==> config.mk <==
export PLATFORM = sky130hd
export DESIGN_NAME = cat_link_monitor_poller_unit
export DESIGN_NICKNAME = d
export VERILOG_FILES = /design/src/rtl/clmp_pkg.sv /design/src/rtl/clmp_front.sv /design/src/rtl/clmp_fifo.sv /design/src/rtl/clmp_back.sv /design/src/rtl/cat_link_monitor_poller_unit.sv
export SDC_FILE = /design/constraint.sdc
export NUM_CORES = 1
export LEC_CHECK = 0
export ABC_AREA = 1
export BUFFER_PORTS_ARGS = -buffer_cell sky130_fd_sc_hd__buf_2
export CORE_MARGIN = 2
export CORE_UTILIZATION = 45
export DETAILED_ROUTE_END_ITERATION = 8
export GPL_ROUTABILITY_DRIVEN = 0
export MAX_ROUTING_LAYER = met4
export PLACE_DENSITY = 0.72
export SYNTH_ARGS = -nofsm -noshare
export SYNTH_HDL_FRONTEND = slang
export SYNTH_SLANG_ARGS = --single-unit
==> constraint.sdc <==
create_clock -name clock -period 5.1 [get_ports clock]
set_input_delay 1.02 -clock clock [delete_from_list [all_inputs] [get_ports clock]]
set_output_delay 1.02 -clock clock [all_outputs]
set_load 0.1 [all_outputs]
==> src/rtl/clmp_pkg.sv <==
// ----------------------------------------------------------------------------
// clmp_pkg: shared types and constants of the link monitor and poller
// Payload structs, job descriptor, poll opcodes and field widths.
// ----------------------------------------------------------------------------
package clmp_pkg;

   localparam int FRAME_BYTES         = 5;
   localparam int BCD_DIGITS_DEFAULT  = 8;
   localparam int QUEUE_DEPTH_DEFAULT = 4;

   localparam int FREQ_W  = 28;
   localparam int COUNT_W = 3;
   localparam int BEAT_W  = 3;

   localparam logic [FREQ_W-1:0] FREQ_MAX = 28'd166666665;

   localparam logic [7:0] OPCODE_RESET = 8'h03;
   localparam logic [7:0] PAD_BYTE     = 8'hFF;
   localparam logic [7:0] OPC_FREQ     = 8'h03;
   localparam logic [7:0] OPC_STATUS   = 8'hF7;
   localparam logic [7:0] OPC_RXSTATUS = 8'hE7;

   // input item kinds
   localparam logic [1:0] MODE_HOST  = 2'd0;
   localparam logic [1:0] MODE_RADIO = 2'd1;
   localparam logic [1:0] MODE_TICK  = 2'd2;

   localparam logic PORT_RADIO = 1'b0;
   localparam logic PORT_HOST  = 1'b1;

   // poll sequence: beats per poll and position of the opcode byte
   localparam int FREQ_POLL_BEATS  = 8;
   localparam int SHORT_POLL_BEATS = 5;
   localparam int OPCODE_BEAT      = 4;

   typedef enum logic [1:0] {
      EXP_NONE     = 2'd0,
      EXP_FREQ     = 2'd1,
      EXP_STATUS   = 2'd2,
      EXP_RXSTATUS = 2'd3
   } expect_type;

   typedef enum logic [1:0] {
      STEP_FREQ     = 2'd0,
      STEP_STATUS   = 2'd1,
      STEP_RXSTATUS = 2'd2,
      STEP_IDLE     = 2'd3
   } poll_step_type;

   typedef enum logic {
      JOB_ECHO = 1'b0,
      JOB_POLL = 1'b1
   } job_kind_type;

   typedef struct packed {
      logic [1:0] mode;
      logic [7:0] data_byte;
   } req_type;

   typedef struct packed {
      logic              dest_port;
      logic [7:0]        out_byte;
      logic              last;
      logic [FREQ_W-1:0] frequency;
      logic [7:0]        op_mode;
      logic              poll_active;
      logic              standalone_seen;
   } rsp_type;

   typedef struct packed {
      logic [FREQ_W-1:0] frequency;
      logic [7:0]        op_mode;
      logic              poll_active;
      logic              standalone_seen;
   } status_type;

   typedef struct packed {
      job_kind_type  kind;
      logic          port;
      logic [7:0]    data;
      poll_step_type step;
      status_type    status;
   } job_type;

   function automatic logic [7:0] poll_opcode(input poll_step_type step);
      logic [7:0] opc;
      case (step)
         STEP_FREQ:     opc = OPC_FREQ;
         STEP_STATUS:   opc = OPC_STATUS;
         STEP_RXSTATUS: opc = OPC_RXSTATUS;
         default:       opc = PAD_BYTE;
      endcase
      return opc;
   endfunction

endpackage

==> src/rtl/clmp_front.sv <==
// ----------------------------------------------------------------------------
// clmp_front: item classifier and link state
// Tracks frames, expected reply and poll step; posts jobs to the queue.
// ----------------------------------------------------------------------------
module clmp_front #(
   parameter int BCD_DIGITS = clmp_pkg::BCD_DIGITS_DEFAULT
) (
   input  logic              clock,
   input  logic              reset,
   input  logic              csr_we,
   input  logic [7:0]        csr_wdata,
   input  logic              accept,
   input  clmp_pkg::req_type req_data,
   output logic              push,
   output clmp_pkg::job_type push_job
);
   import clmp_pkg::*;

   localparam int FULL_BYTES = BCD_DIGITS / 2;
   localparam bit HAS_HALF   = (BCD_DIGITS % 2) == 1;

   logic [7:0]         opcode_ff;
   logic [COUNT_W-1:0] host_cnt_ff, host_cnt_in;
   logic [COUNT_W-1:0] radio_cnt_ff, radio_cnt_in;
   expect_type         expect_ff, expect_in;
   poll_step_type      step_ff, step_in;
   logic               host_seen_ff, host_seen_in;
   logic [FREQ_W-1:0]  freq_ff, freq_in;
   logic [7:0]         rmode_ff, rmode_in;
   logic               polling_ff, polling_in;
   logic               standalone_ff, standalone_in;
   logic [FREQ_W-1:0]  acc_ff, acc_in;
   logic [FREQ_W-1:0]  acc_base;
   logic [FREQ_W-1:0]  hi_digit, lo_digit;

   // running BCD accumulation, two digits per radio byte (one for a trailing half byte)
   always_comb begin
      acc_base = (radio_cnt_ff == '0) ? '0 : acc_ff;
      hi_digit = FREQ_W'(req_data.data_byte[7:4]);
      lo_digit = FREQ_W'(req_data.data_byte[3:0]);
      if (radio_cnt_ff < COUNT_W'(FULL_BYTES)) begin
         acc_in = acc_base * FREQ_W'(100) + hi_digit * FREQ_W'(10) + lo_digit;
      end else if (HAS_HALF && radio_cnt_ff == COUNT_W'(FULL_BYTES)) begin
         acc_in = acc_base * FREQ_W'(10) + hi_digit;
      end else begin
         acc_in = acc_base;
      end
   end

   always_comb begin
      host_cnt_in   = host_cnt_ff;
      radio_cnt_in  = radio_cnt_ff;
      expect_in     = expect_ff;
      step_in       = step_ff;
      host_seen_in  = host_seen_ff;
      freq_in       = freq_ff;
      rmode_in      = rmode_ff;
      polling_in    = polling_ff;
      standalone_in = standalone_ff;
      push          = 1'b0;
      push_job.kind = JOB_ECHO;
      push_job.port = PORT_RADIO;
      push_job.data = req_data.data_byte;
      push_job.step = step_ff;
      if (accept) begin
         case (req_data.mode)
            MODE_HOST: begin
               if (host_cnt_ff == COUNT_W'(FRAME_BYTES - 1)) begin
                  host_cnt_in  = '0;
                  expect_in    = (req_data.data_byte == opcode_ff) ? EXP_FREQ : EXP_NONE;
                  radio_cnt_in = '0;
               end else begin
                  host_cnt_in = host_cnt_ff + COUNT_W'(1);
               end
               host_seen_in = 1'b1;
               push         = 1'b1;
            end
            MODE_RADIO: begin
               if (radio_cnt_ff == COUNT_W'(FRAME_BYTES - 1)) begin
                  radio_cnt_in = '0;
                  if (expect_ff == EXP_FREQ) begin
                     freq_in  = acc_in;
                     rmode_in = req_data.data_byte;
                  end
               end else begin
                  radio_cnt_in = radio_cnt_ff + COUNT_W'(1);
               end
               push_job.port = PORT_HOST;
               push          = 1'b1;
            end
            MODE_TICK: begin
               if (!host_seen_ff) begin
                  radio_cnt_in = '0;
                  case (step_ff)
                     STEP_FREQ:     expect_in = EXP_FREQ;
                     STEP_STATUS:   expect_in = EXP_STATUS;
                     STEP_RXSTATUS: begin
                        expect_in     = EXP_RXSTATUS;
                        standalone_in = 1'b1;
                     end
                     default: ;
                  endcase
                  if (step_ff == STEP_IDLE) begin
                     step_in    = STEP_FREQ;
                     polling_in = 1'b0;
                  end else begin
                     polling_in    = 1'b1;
                     step_in       = poll_step_type'(step_ff + 2'd1);
                     push_job.kind = JOB_POLL;
                     push          = 1'b1;
                  end
               end
               host_seen_in = 1'b0;
            end
            default: ;
         endcase
      end
      push_job.status.frequency       = freq_in;
      push_job.status.op_mode         = rmode_in;
      push_job.status.poll_active     = polling_in;
      push_job.status.standalone_seen = standalone_in;
   end

   always_ff @(posedge clock) begin
      if (reset) begin
         opcode_ff     <= OPCODE_RESET;
         host_cnt_ff   <= '0;
         radio_cnt_ff  <= '0;
         expect_ff     <= EXP_NONE;
         step_ff       <= STEP_FREQ;
         host_seen_ff  <= 1'b0;
         freq_ff       <= '0;
         rmode_ff      <= '0;
         polling_ff    <= 1'b0;
         standalone_ff <= 1'b0;
      end else begin
         if (csr_we) begin
            opcode_ff <= csr_wdata;
         end
         host_cnt_ff   <= host_cnt_in;
         radio_cnt_ff  <= radio_cnt_in;
         expect_ff     <= expect_in;
         step_ff       <= step_in;
         host_seen_ff  <= host_seen_in;
         freq_ff       <= freq_in;
         rmode_ff      <= rmode_in;
         polling_ff    <= polling_in;
         standalone_ff <= standalone_in;
      end
   end

   always_ff @(posedge clock) begin
      if (accept && req_data.mode == MODE_RADIO) begin
         acc_ff <= acc_in;
      end
   end

endmodule

==> src/rtl/clmp_fifo.sv <==
// ----------------------------------------------------------------------------
// clmp_fifo: job queue
// Small register queue between classifier and byte sequencer.
// ----------------------------------------------------------------------------
module clmp_fifo #(
   parameter int QUEUE_DEPTH = clmp_pkg::QUEUE_DEPTH_DEFAULT
) (
   input  logic              clock,
   input  logic              reset,
   input  logic              push,
   input  clmp_pkg::job_type push_job,
   input  logic              pop,
   output clmp_pkg::job_type pop_job,
   output logic              full,
   output logic              empty
);
   import clmp_pkg::*;

   localparam int PTR_W = (QUEUE_DEPTH > 1) ? $clog2(QUEUE_DEPTH) : 1;
   localparam int CNT_W = $clog2(QUEUE_DEPTH + 1);

   job_type            slot_ff [QUEUE_DEPTH];
   logic [PTR_W-1:0]   wr_ptr_ff, wr_ptr_in;
   logic [PTR_W-1:0]   rd_ptr_ff, rd_ptr_in;
   logic [CNT_W-1:0]   count_ff, count_in;
   logic               do_push, do_pop;

   assign full    = (count_ff == CNT_W'(QUEUE_DEPTH));
   assign empty   = (count_ff == '0);
   assign do_push = push && !full;
   assign do_pop  = pop && !empty;
   assign pop_job = slot_ff[rd_ptr_ff];

   always_comb begin
      wr_ptr_in = wr_ptr_ff;
      rd_ptr_in = rd_ptr_ff;
      count_in  = count_ff;
      if (do_push) begin
         wr_ptr_in = (wr_ptr_ff == PTR_W'(QUEUE_DEPTH - 1)) ? '0 : wr_ptr_ff + PTR_W'(1);
      end
      if (do_pop) begin
         rd_ptr_in = (rd_ptr_ff == PTR_W'(QUEUE_DEPTH - 1)) ? '0 : rd_ptr_ff + PTR_W'(1);
      end
      if (do_push && !do_pop) begin
         count_in = count_ff + CNT_W'(1);
      end else if (do_pop && !do_push) begin
         count_in = count_ff - CNT_W'(1);
      end
   end

   always_ff @(posedge clock) begin
      if (reset) begin
         wr_ptr_ff <= '0;
         rd_ptr_ff <= '0;
         count_ff  <= '0;
      end else begin
         wr_ptr_ff <= wr_ptr_in;
         rd_ptr_ff <= rd_ptr_in;
         count_ff  <= count_in;
      end
   end

   always_ff @(posedge clock) begin
      if (do_push) begin
         slot_ff[wr_ptr_ff] <= push_job;
      end
   end

endmodule

==> src/rtl/clmp_back.sv <==
// ----------------------------------------------------------------------------
// clmp_back: byte sequencer
// Expands one job into its result words, one word per cycle while rsp_ready is high.
// ----------------------------------------------------------------------------
module clmp_back (
   input  logic              clock,
   input  logic              reset,
   input  logic              empty,
   input  clmp_pkg::job_type pop_job,
   output logic              pop,
   output logic              rsp_valid,
   input  logic              rsp_ready,
   output clmp_pkg::rsp_type rsp_data
);
   import clmp_pkg::*;

   job_type           cur_ff;
   logic              cur_valid_ff, cur_valid_in;
   logic [BEAT_W-1:0] beat_ff, beat_in;
   logic [BEAT_W-1:0] final_beat;
   logic              is_last;
   logic              take;

   always_comb begin
      if (cur_ff.kind == JOB_ECHO) begin
         final_beat = '0;
      end else if (cur_ff.step == STEP_FREQ) begin
         final_beat = BEAT_W'(FREQ_POLL_BEATS - 1);
      end else begin
         final_beat = BEAT_W'(SHORT_POLL_BEATS - 1);
      end
   end

   assign is_last   = (beat_ff == final_beat);
   assign take      = rsp_valid && rsp_ready;
   assign rsp_valid = cur_valid_ff;
   // load the next job when idle or as the final word leaves
   assign pop       = !empty && (!cur_valid_ff || (take && is_last));

   always_comb begin
      rsp_data.dest_port = cur_ff.port;
      rsp_data.last      = is_last;
      if (cur_ff.kind == JOB_ECHO) begin
         rsp_data.out_byte = cur_ff.data;
      end else if (beat_ff == BEAT_W'(OPCODE_BEAT)) begin
         rsp_data.out_byte = poll_opcode(cur_ff.step);
      end else begin
         rsp_data.out_byte = PAD_BYTE;
      end
      rsp_data.frequency       = cur_ff.status.frequency;
      rsp_data.op_mode         = cur_ff.status.op_mode;
      rsp_data.poll_active     = cur_ff.status.poll_active;
      rsp_data.standalone_seen = cur_ff.status.standalone_seen;
   end

   always_comb begin
      cur_valid_in = cur_valid_ff;
      beat_in      = beat_ff;
      if (pop) begin
         cur_valid_in = 1'b1;
         beat_in      = '0;
      end else if (take) begin
         if (is_last) begin
            cur_valid_in = 1'b0;
         end else begin
            beat_in = beat_ff + BEAT_W'(1);
         end
      end
   end

   always_ff @(posedge clock) begin
      if (reset) begin
         cur_valid_ff <= 1'b0;
         beat_ff      <= '0;
      end else begin
         cur_valid_ff <= cur_valid_in;
         beat_ff      <= beat_in;
      end
   end

   always_ff @(posedge clock) begin
      if (pop) begin
         cur_ff <= pop_job;
      end
   end

endmodule

==> src/rtl/cat_link_monitor_poller_unit.sv <==
// A word accepted into an empty block is written into the job queue, then loaded by the
//   byte sequencer, before its first result word shows.
// Throughput: one byte word per cycle while the job queue has room; a poll tick yields 8
//   (frequency) or 5 result words, one per cycle while rsp_ready is high, from the byte sequencer.
// The job queue lets new words enter while earlier poll bytes still drain.
// Reset (synchronous, active high) clears counters, flags and queue, query opcode to 0x03.
// ----------------------------------------------------------------------------
// cat_link_monitor_poller_unit: host/radio five-byte link bridge and poller
// Forwards and echoes link bytes, decodes frequency replies, issues polls.
// ----------------------------------------------------------------------------
module cat_link_monitor_poller_unit #(
   parameter int BCD_DIGITS  = clmp_pkg::BCD_DIGITS_DEFAULT,
   parameter int QUEUE_DEPTH = clmp_pkg::QUEUE_DEPTH_DEFAULT
) (
   input  logic              clock,
   input  logic              reset,
   input  logic              csr_we,
   input  logic [7:0]        csr_wdata,
   input  logic              req_valid,
   output logic              req_ready,
   input  clmp_pkg::req_type req_data,
   output logic              rsp_valid,
   input  logic              rsp_ready,
   output clmp_pkg::rsp_type rsp_data
);
   import clmp_pkg::*;

   logic    accept;
   logic    push, pop;
   logic    fifo_full, fifo_empty;
   job_type push_job, pop_job;

   // Stall the input only when the job queue has no room; every word is
   // classified in its accept cycle, so state never waits on the back end.
   assign req_ready = !fifo_full;
   assign accept    = req_valid && req_ready;

   // Front: update frame counters, reply expectation and poll step,
   // and post a job carrying the status snapshot for its result words.
   clmp_front #(
      .BCD_DIGITS (BCD_DIGITS)
   ) u_front (
      .clock     (clock),
      .reset     (reset),
      .csr_we    (csr_we),
      .csr_wdata (csr_wdata),
      .accept    (accept),
      .req_data  (req_data),
      .push      (push),
      .push_job  (push_job)
   );

   // Queue: decouple classification from byte output.
   clmp_fifo #(
      .QUEUE_DEPTH (QUEUE_DEPTH)
   ) u_fifo (
      .clock    (clock),
      .reset    (reset),
      .push     (push),
      .push_job (push_job),
      .pop      (pop),
      .pop_job  (pop_job),
      .full     (fifo_full),
      .empty    (fifo_empty)
   );

   // Back: expand each job into echo or poll bytes, holding under stall.
   clmp_back u_back (
      .clock     (clock),
      .reset     (reset),
      .empty     (fifo_empty),
      .pop_job   (pop_job),
      .pop       (pop),
      .rsp_valid (rsp_valid),
      .rsp_ready (rsp_ready),
      .rsp_data  (rsp_data)
   );

`ifndef ASSERT_OFF
   // a radio echo is always a single-word result
   a_host_echo_single : assert property (@(posedge clock) disable iff (reset)
      rsp_valid && rsp_data.dest_port == PORT_HOST |-> rsp_data.last)
      else $error("host echo word not marked last");

   // final word leaving with nothing queued must idle the output
   a_drain_idle : assert property (@(posedge clock) disable iff (reset)
      rsp_valid && rsp_ready && rsp_data.last && fifo_empty |=> !rsp_valid)
      else $error("output still valid after draining last job");

   // decoded frequency stays within the eight-digit place-value bound
   a_freq_bound : assert property (@(posedge clock) disable iff (reset)
      rsp_valid |-> rsp_data.frequency <= FREQ_MAX)
      else $error("frequency out of range");
`endif

endmodule
==> impl_metrics.tcl, run 1 <==
set metrics [dict create \
    status "finished, final reports clean" \
    power.density_cell_area_nw_per_um2 524 \
    cts_tree "built" \
    global_route_usage_over_all_layers_pct 19.3 \
    n_fill_cell 3477 \
    ctsHoldBuffers 0 \
    wire_per_inst_um 16.0 \
    synth.distinct_cells 49 \
    die_area_um2 41300 \
    start_util_pct 45.3 \
    critical_path.max_fanout 8 \
    cts-htree-levels 2 \
    finalHoldViolCount 0 \
    grt_overflow 0 \
    postRouteWirelength_um 38600 \
    worst_slew_pin_slew_ns 1.01 \
    rows 73 \
    syn-cell-area_um2 17900 \
    area.growth.synth_to_final_pct 10.4 \
    synth_flop_cell "sky130_fd_sc_hd__edfxtp_1" \
    post_route_cells_drive_above_1_share_pct 16.1 \
    die_w_um 203 \
    grt_pass1_vias 12100 \
    avgViaCountPerCell 5.16 \
    hold_path.class "flop to flop" \
    clkSinkCount 346 \
    area_of_the_multi_input_gates_um2 6770 \
    power.ir.vdd_worst_uv 294 \
    worst_setup_hold_path_clk_slew_ns 0.06 \
    yosys_register_bits 346 \
    hold-path-cell-count 1 \
    ys_async_sr_fraction_pct 0 \
    drv_slew 0 \
    finalSetupViolations 0 \
    setup.worst_path.start_class "flop" \
    leakage_nw 8.49 \
    io_count 73 \
    maximum_capacitance_violations 0 \
    finalWorstPathRequiredPeriod_ns 4.75 \
    worst-r2r-cell-count 26 \
    drt.antenna.violating_nets 0 \
    drc 0 \
    core_area_um2 39500 \
    yosysWarningCount 0 \
    clk-insertion-delay-late_ns 0.51 \
    layout.cell_area.non_filler_um2 19700 \
    grt_start_max_net_pins 61 \
    n_diodes 0 \
    syn_inst 1827 \
    post-dp-hpwl_um 26500 \
    power.total_mw 10.4 \
    timing.final.crit_share_pct 93.1 \
    grt_antenna_before_repair 0 \
    fp.dieH_um 203 \
    hold_slack_ns 0.461 \
    cts-buffers-inserted 34 \
    cp_data_required_time_ns 5.35 \
    synth_enable_flop_cells 278 \
    worst_clock_skew_ns 0.0142 \
    worstSetupPathType "flop to flop" \
    wire_length_of_the_first_global_routing_pass_um 61900 \
    critPathCaptureType "flop" \
    cts-root-to-sink-buffers 3 \
    slew-limit-headroom_pct 32.8 \
    critPathArrivalTime_ns 4.99 \
    drt_iter0_drc 807 \
    synthesis.area_per_instance_um2 9.79 \
    cts.root.buffer_cell "sky130_fd_sc_hd__clkbuf_16" \
    post_dp_cell_area_um2 18600 \
    final_net_count 2003 \
    ys_seq_area_share_pct 54.3 \
    synthesis.nets 1964 \
    detailedRoute.firstPassIterationCount 6 \
    portBuffers 72 \
    ff_latch_area_um2 9710 \
    vias 12500 \
    maxClockFrequency_ghz 0.211 \
]
## placed cells by master, fill, tap and decap left out, types with 6 or more instances in the layout
master / netlist / final
sky130_fd_sc_hd__a21oi_1: 46 / 46
sky130_fd_sc_hd__buf_2: 2 / 72
sky130_fd_sc_hd__buf_4: 40 / 25
sky130_fd_sc_hd__clkbuf_1: 46 / 12
sky130_fd_sc_hd__clkbuf_16: 0 / 35
sky130_fd_sc_hd__clkinv_2: 0 / 7
sky130_fd_sc_hd__dfxtp_1: 68 / 66
sky130_fd_sc_hd__edfxtp_1: 278 / 278
sky130_fd_sc_hd__fa_1: 24 / 24
sky130_fd_sc_hd__ha_1: 90 / 85
sky130_fd_sc_hd__inv_1: 249 / 246
sky130_fd_sc_hd__inv_2: 10 / 12
sky130_fd_sc_hd__nand2_1: 253 / 252
sky130_fd_sc_hd__nand2_2: 29 / 30
sky130_fd_sc_hd__nand3_1: 61 / 61
sky130_fd_sc_hd__nand3_2: 17 / 17
sky130_fd_sc_hd__nand4_1: 11 / 11
sky130_fd_sc_hd__nor2_1: 224 / 212
sky130_fd_sc_hd__nor2_2: 15 / 18
sky130_fd_sc_hd__nor2_4: 10 / 19
sky130_fd_sc_hd__nor3_1: 15 / 13
sky130_fd_sc_hd__o21ai_0: 180 / 179
sky130_fd_sc_hd__o21ai_1: 5 / 6
sky130_fd_sc_hd__o22ai_1: 52 / 52
sky130_fd_sc_hd__or2_2: 37 / 37
sky130_fd_sc_hd__xnor2_1: 8 / 8
sky130_fd_sc_hd__xor2_1: 12 / 12
## flip-flops by register name, summed over array words and instances (netlist names), 3 cells and up
name,flops
u_fifo.count_ff,3
u_front.acc_ff,28
u_back.cur_ff,11
u_front.radio_cnt_ff,3
u_back.beat_ff,3
u_front.host_cnt_ff,3
u_fifo.slot_ff,200
u_front.opcode_ff,8
u_front.rmode_ff,8
u_front.freq_ff,28
u_back.rsp_data,39
## report_power, final
part	internal, mW	switching, mW
Combinational	0.902	3.42
Sequential	3.56	0.127
Clock	1.36	0.984
## path summary, 6_finish.rpt
| path | slack (ns) | to | startpoint |
|---|---|---|---|
| min reg2reg | 0.46 | u_front.host_cnt_ff[0] | u_front.host_cnt_ff[0] |
| max reg2reg | 0.35 | u_fifo.slot_ff[3][27] | u_front.radio_cnt_ff[1] |
| max | 0.35 | u_fifo.slot_ff[3][27] | u_front.radio_cnt_ff[1] |
| min | 0.46 | u_front.host_cnt_ff[0] | u_front.host_cnt_ff[0] |
## what timing repair did
action                     4_1_cts  5_1_grt
resized for setup                0       23
setup endpoints to repair        0       83
setup buffers                    0        5
## kinds of logic after synthesis
logic type | count (synthesis) | synth area share (%)
DFF | 346 | 54.3
buffers and inverters | 356 | 8.60
adders and majority gates | 114 | 8.99
xor gates and xnor gates | 20 | 0.980
and+or+nand+nor | 685 | 17.7
AOI/OAI and AO/OA | 306 | 9.39
## worst max-delay path, cell delays in order, from the launching register on
cell and delay [ns]:
sky130_fd_sc_hd__dfxtp_1 0.34, sky130_fd_sc_hd__inv_1 0.07, sky130_fd_sc_hd__ha_2 0.18, sky130_fd_sc_hd__nand2_2 0.10, sky130_fd_sc_hd__clkinvlp_4 0.11, sky130_fd_sc_hd__buf_12 0.15, sky130_fd_sc_hd__nor2_4 0.11, sky130_fd_sc_hd__inv_1 0.07
sky130_fd_sc_hd__nor2_1 0.13, sky130_fd_sc_hd__nor2_1 0.06, sky130_fd_sc_hd__ha_1 0.29, sky130_fd_sc_hd__ha_1 0.29, sky130_fd_sc_hd__inv_1 0.08, sky130_fd_sc_hd__xor2_1 0.16, sky130_fd_sc_hd__ha_2 0.34, sky130_fd_sc_hd__xnor2_1 0.16
sky130_fd_sc_hd__ha_1 0.33, sky130_fd_sc_hd__a21oi_1 0.15, sky130_fd_sc_hd__o21ai_0 0.09, sky130_fd_sc_hd__a21oi_1 0.32, sky130_fd_sc_hd__nor2_4 0.09, sky130_fd_sc_hd__nand3_1 0.18, sky130_fd_sc_hd__nand2_1 0.07, sky130_fd_sc_hd__nand3_1 0.13
sky130_fd_sc_hd__o21ai_0 0.16, sky130_fd_sc_hd__o21ai_1 0.20, sky130_fd_sc_hd__inv_1 0.10
## Yosys cell counts, drive strengths merged (2+ instances only)
| master | instances | area [um2] |
|---|---|---|
| dfxtp | 68 | 1360 |
| a31oi | 2 | 12.5 |
| nor2 | 249 | 1050 |
| o21bai | 5 | 41.3 |
| buf | 47 | 352 |
| inv | 259 | 972 |
| nor3 | 15 | 75.1 |
| ha | 90 | 1130 |
| xor2 | 12 | 105 |
| clkbuf | 48 | 200 |
| edfxtp | 278 | 8350 |
| a211oi | 5 | 37.5 |
| nand4 | 11 | 68.8 |
| a21oi | 50 | 273 |
| or2 | 37 | 231 |
| fa | 24 | 480 |
| o22ai | 52 | 325 |
| xnor2 | 8 | 70.1 |
| nand2 | 287 | 1190 |
| nand3 | 79 | 493 |
| o21ai | 186 | 935 |
| nand3b | 5 | 50.1 |
## per-stage QoR
stage	setup slack, ns	TNS, ns	utilization [%]	cells
after floorplan	0.148	0	-	1827
after global placement	0.377	0	47.0	2350
after detailed placement	0.207	0	47.0	2350
after CTS	0.187	0	49.6	2410
after global routing	-0.0142	-0.0424	50.0	2415
final	0.353	0	50.0	2415
## metal layers
| metal | vias to the layer above | wire, um | global-route usage, % |
|---|---|---|---|
| met2 | 328 | 19400 | 33.7 |
| met1 | 5945 | 16600 | 23.6 |
| met3 | 62 | 1820 | 2.19 |
| li1 | 6132 | - | - |
| met5 | - | 0 | - |
| met4 | 0 | 788 | 5.71 |
## layout make-up
| type | instances | area share (%) |
|---|---|---|
| clock buffers | 50 | 4.88 |
| clock inverters | 10 | 0.393 |
| inverters | 260 | 4.96 |
| multi-input cells | 1125 | 34.3 |
| flip-flops and latches | 346 | 49.2 |
| well taps | 525 | 3.33 |
| repair buffers | 99 | 2.94 |
Power figures use the tool's default switching activity.
==> run 2, diff against run 1 <==
ABC_AREA = 0   (was 1)
==> impl_metrics.tcl, run 2 <==
set metrics [dict create \
    status "finished, final reports clean" \
    crit_path_max_incr_delay_ns 0.53 \
    detailedRoute.firstPassIterationCount 5 \
    area.growth.synth_to_final_pct 10.8 \
    timing.final.crit_share_pct 94.9 \
    n_fill_cell 3195 \
    registers_with_the_most_flip_flops "u_fifo.slot_ff x200, u_back.rsp_data x39" \
    worst_path_buffer_plus_inverter_count 5 \
    n_diodes 0 \
    final_common_cell "sky130_fd_sc_hd__edfxtp_1" \
    synth.cells.most_frequent "278 x sky130_fd_sc_hd__edfxtp_1, 127 x sky130_fd_sc_hd__inv_1, 90 x sky130_fd_sc_hd__ha_1, 79 x sky130_fd_sc_hd__nand2_1, 68 x sky130_fd_sc_hd__dfxtp_1" \
    synthDominantAreaCellType "sky130_fd_sc_hd__edfxtp_1" \
    final_net_count 1468 \
    grt_overflow 0 \
    ctsHoldBuffers 0 \
    postRouteWirelength_um 31300 \
    cp_data_required_time_ns 5.50 \
    fp.dieH_um 199 \
    worstSetupPathType "flop to flop" \
    clk-insertion-delay-late_ns 0.55 \
    post-dp-hpwl_um 21300 \
    drc 0 \
    critical_path.reg2reg.endpoint "u_front.acc_ff[27]" \
    portBuffers 72 \
    finalWorstPathRequiredPeriod_ns 4.84 \
    layout.cell_area.non_filler_um2 18900 \
    ys_async_sr_fraction_pct 0 \
    syn_inst 1280 \
    largest-register "u_fifo.slot_ff" \
    finalSetupViolations 0 \
    grt_start_max_net_pins 53 \
    largest_register_ff_count 200 \
    drt.antenna.violating_nets 0 \
    power.density_cell_area_nw_per_um2 451 \
    r2r_slack_ns 0.26 \
    slowest_stage "sky130_fd_sc_hd__fa_1" \
    avgViaCountPerCell 5.13 \
    cts-buffers-inserted 31 \
    critPathMostFrequentCell "sky130_fd_sc_hd__inv_1" \
    grt_antenna_before_repair 0 \
    hold_path.class "flop to flop" \
    cts.root.buffer_cell "sky130_fd_sc_hd__clkbuf_16" \
    wire_length_of_the_first_global_routing_pass_um 50600 \
    grt_setup_unrepaired "true" \
    synth_enable_flop_cells 278 \
    cts_tree "built" \
    core_area_um2 37500 \
    io_count 73 \
    worst_slew_pin_slew_ns 0.866 \
    worst_setup_hold_path_clk_slew_ns 0.07 \
    die_w_um 199 \
    vias 9576 \
    yosysMostFrequentCell "sky130_fd_sc_hd__edfxtp_1" \
    synthesis.nets 1417 \
    rows 71 \
    worst-r2r-cell-count 20 \
    synth_top_area_share_pct 49.0 \
    finalHoldViolCount 0 \
    drv_slew 0 \
    synth.distinct_cells 66 \
    critical_path.cell_chain "inv_1 > ha_2 > nor2b_2 > buf_6 > buf_4 > nor2_1 > ha_1 > inv_1 > fa_1 > inv_1 > ha_1 > nand4_1 > o22ai_1 > or4_1 > nand4_1 > nor3_4 > nand4b_4 > nand2b_4 > or4_1 > a31oi_1" \
    ys_seq_area_share_pct 56.9 \
    worst_clock_skew_ns 0.0184 \
    hold-path-endpoint "u_front.host_cnt_ff[1]" \
    final_cell_mix "278 x sky130_fd_sc_hd__edfxtp_1, 127 x sky130_fd_sc_hd__inv_1, 85 x sky130_fd_sc_hd__ha_1" \
    drt_iter0_drc 599 \
    min_from "u_front.host_cnt_ff[1]" \
    global_route_usage_over_all_layers_pct 16.6 \
    yosys_register_bits 346 \
    kind_of_cell_with_the_highest_combined_delay_on_the_critical_path "simple AND/OR/NAND/NOR gates" \
    maxClockFrequency_ghz 0.207 \
    worstReg2RegStart "u_front.radio_cnt_ff[0]" \
    utilization_pct 50.4 \
    cts-htree-levels 1 \
    slew-limit-headroom_pct 40.8 \
    post_route_cells_drive_above_1_share_pct 21.1 \
    setup.worst_path.start_class "flop" \
    cts-root-to-sink-buffers 3 \
    die_area_um2 39500 \
    grt_pass1_vias 9556 \
    critPathArrivalTime_ns 5.24 \
    hold-path-cell-count 2 \
    clkSinkCount 346 \
    power.ir.vdd_worst_uv 303 \
    critical_path.max_fanout 12 \
    post_dp_cell_area_um2 17800 \
    leakage_nw 7.37 \
    synthesis.area_per_instance_um2 13.3 \
    critPathCaptureType "flop" \
    syn-cell-area_um2 17100 \
    maximum_capacitance_violations 0 \
    wire_per_inst_um 16.8 \
    start_util_pct 45.5 \
    synth_flop_cell "sky130_fd_sc_hd__edfxtp_1" \
    ys_top_cells_by_area "sky130_fd_sc_hd__edfxtp_1 49%, sky130_fd_sc_hd__dfxtp_1 8.0%, sky130_fd_sc_hd__ha_1 6.6%" \
    yosysWarningCount 0 \
]
## run 2: how the worst max path moves through the flow
stage,from,end,slack [ns],cells past startpoint
finish,u_front.radio_cnt_ff[0],u_front.acc_ff[27],0.26,20
global route,u_front.radio_cnt_ff[0],u_front.acc_ff[27],-0.05,20
CTS,u_front.radio_cnt_ff[0],u_front.acc_ff[27],0.03,19
detailed placement,u_front.radio_cnt_ff[0],u_front.acc_ff[27],0.06,18
global placement,u_front.radio_cnt_ff[0],u_front.acc_ff[27],0.09,20
floorplan,u_front.radio_cnt_ff[0],u_front.acc_ff[24],0.33,21
## run 2: layout make-up
cell class / count / area, um2 / share of cell area [%]
clock buffers: 42 / 837 / 4.43
clock inverters: 15 / 85.1 / 0.450
inverters: 127 / 477 / 2.52
multi-input cells: 719 / 6490 / 34.4
flip-flops and latches: 346 / 9710 / 51.4
well taps: 511 / 639 / 3.38
repair buffers: 106 / 644 / 3.41
## run 2: timing repair
item	CTS	global route
endpoints found under the setup margin	0	16
setup buffers	0	8
hold endpoints to repair	0	0
resized for setup	0	27
## run 2: kinds of logic after synthesis
kind of cell             share of synthesized area [%]
flip-flops                                        56.9
multiplexers                                      9.64
buffers and inverters                             5.69
AND/OR/NAND/NOR                                   9.60
adder cells (fa/ha/maj)                           9.42
AO/OA/AOI/OAI                                     5.33
XOR/XNOR                                          3.39
## run 2: power by group
| group | internal [mW] | total, mW | switching [mW] | leakage, nW |
|---|---|---|---|---|
| registers | 3.47 | 3.64 | 0.173 | 3.28 |
| clock network | 1.15 | 2.12 | 0.965 | 0.448 |
| logic | 0.586 | 2.77 | 2.18 | 3.64 |
| total | 5.21 | 8.53 | 3.32 | 7.37 |
## run 2: through the flow
step	TNS, ns	power [mW]	setup WS (ns)	std cells	hold WS, ns
final	0	8.53	0.259	1866	0.482
after global routing	-0.0955	8.86	-0.0490	1866	0.517
after CTS	0	8.60	0.0326	1858	0.486
after detailed placement	0	6.49	0.0616	1801	0.476
after global placement	0	6.47	0.0865	1801	0.459
after floorplan	0	6.23	0.332	1280	0.449
## run 2: tightest hold or removal path: cells and delay by family (launching register included)
kind / cells / cell delay, ns
flops: 1 / 0.32
compound gates: 1 / 0.05
simple gates: 1 / 0.06
## run 2: metal layers
metal / vias up / track usage [%] / share of wire (%)
met5: - / - / 0
met4: 0 / 3.04 / 1.0
met3: 28 / 1.64 / 3.0
met2: 135 / 27.2 / 48
met1: 4781 / 22.8 / 48
li1: 4632 / - / -
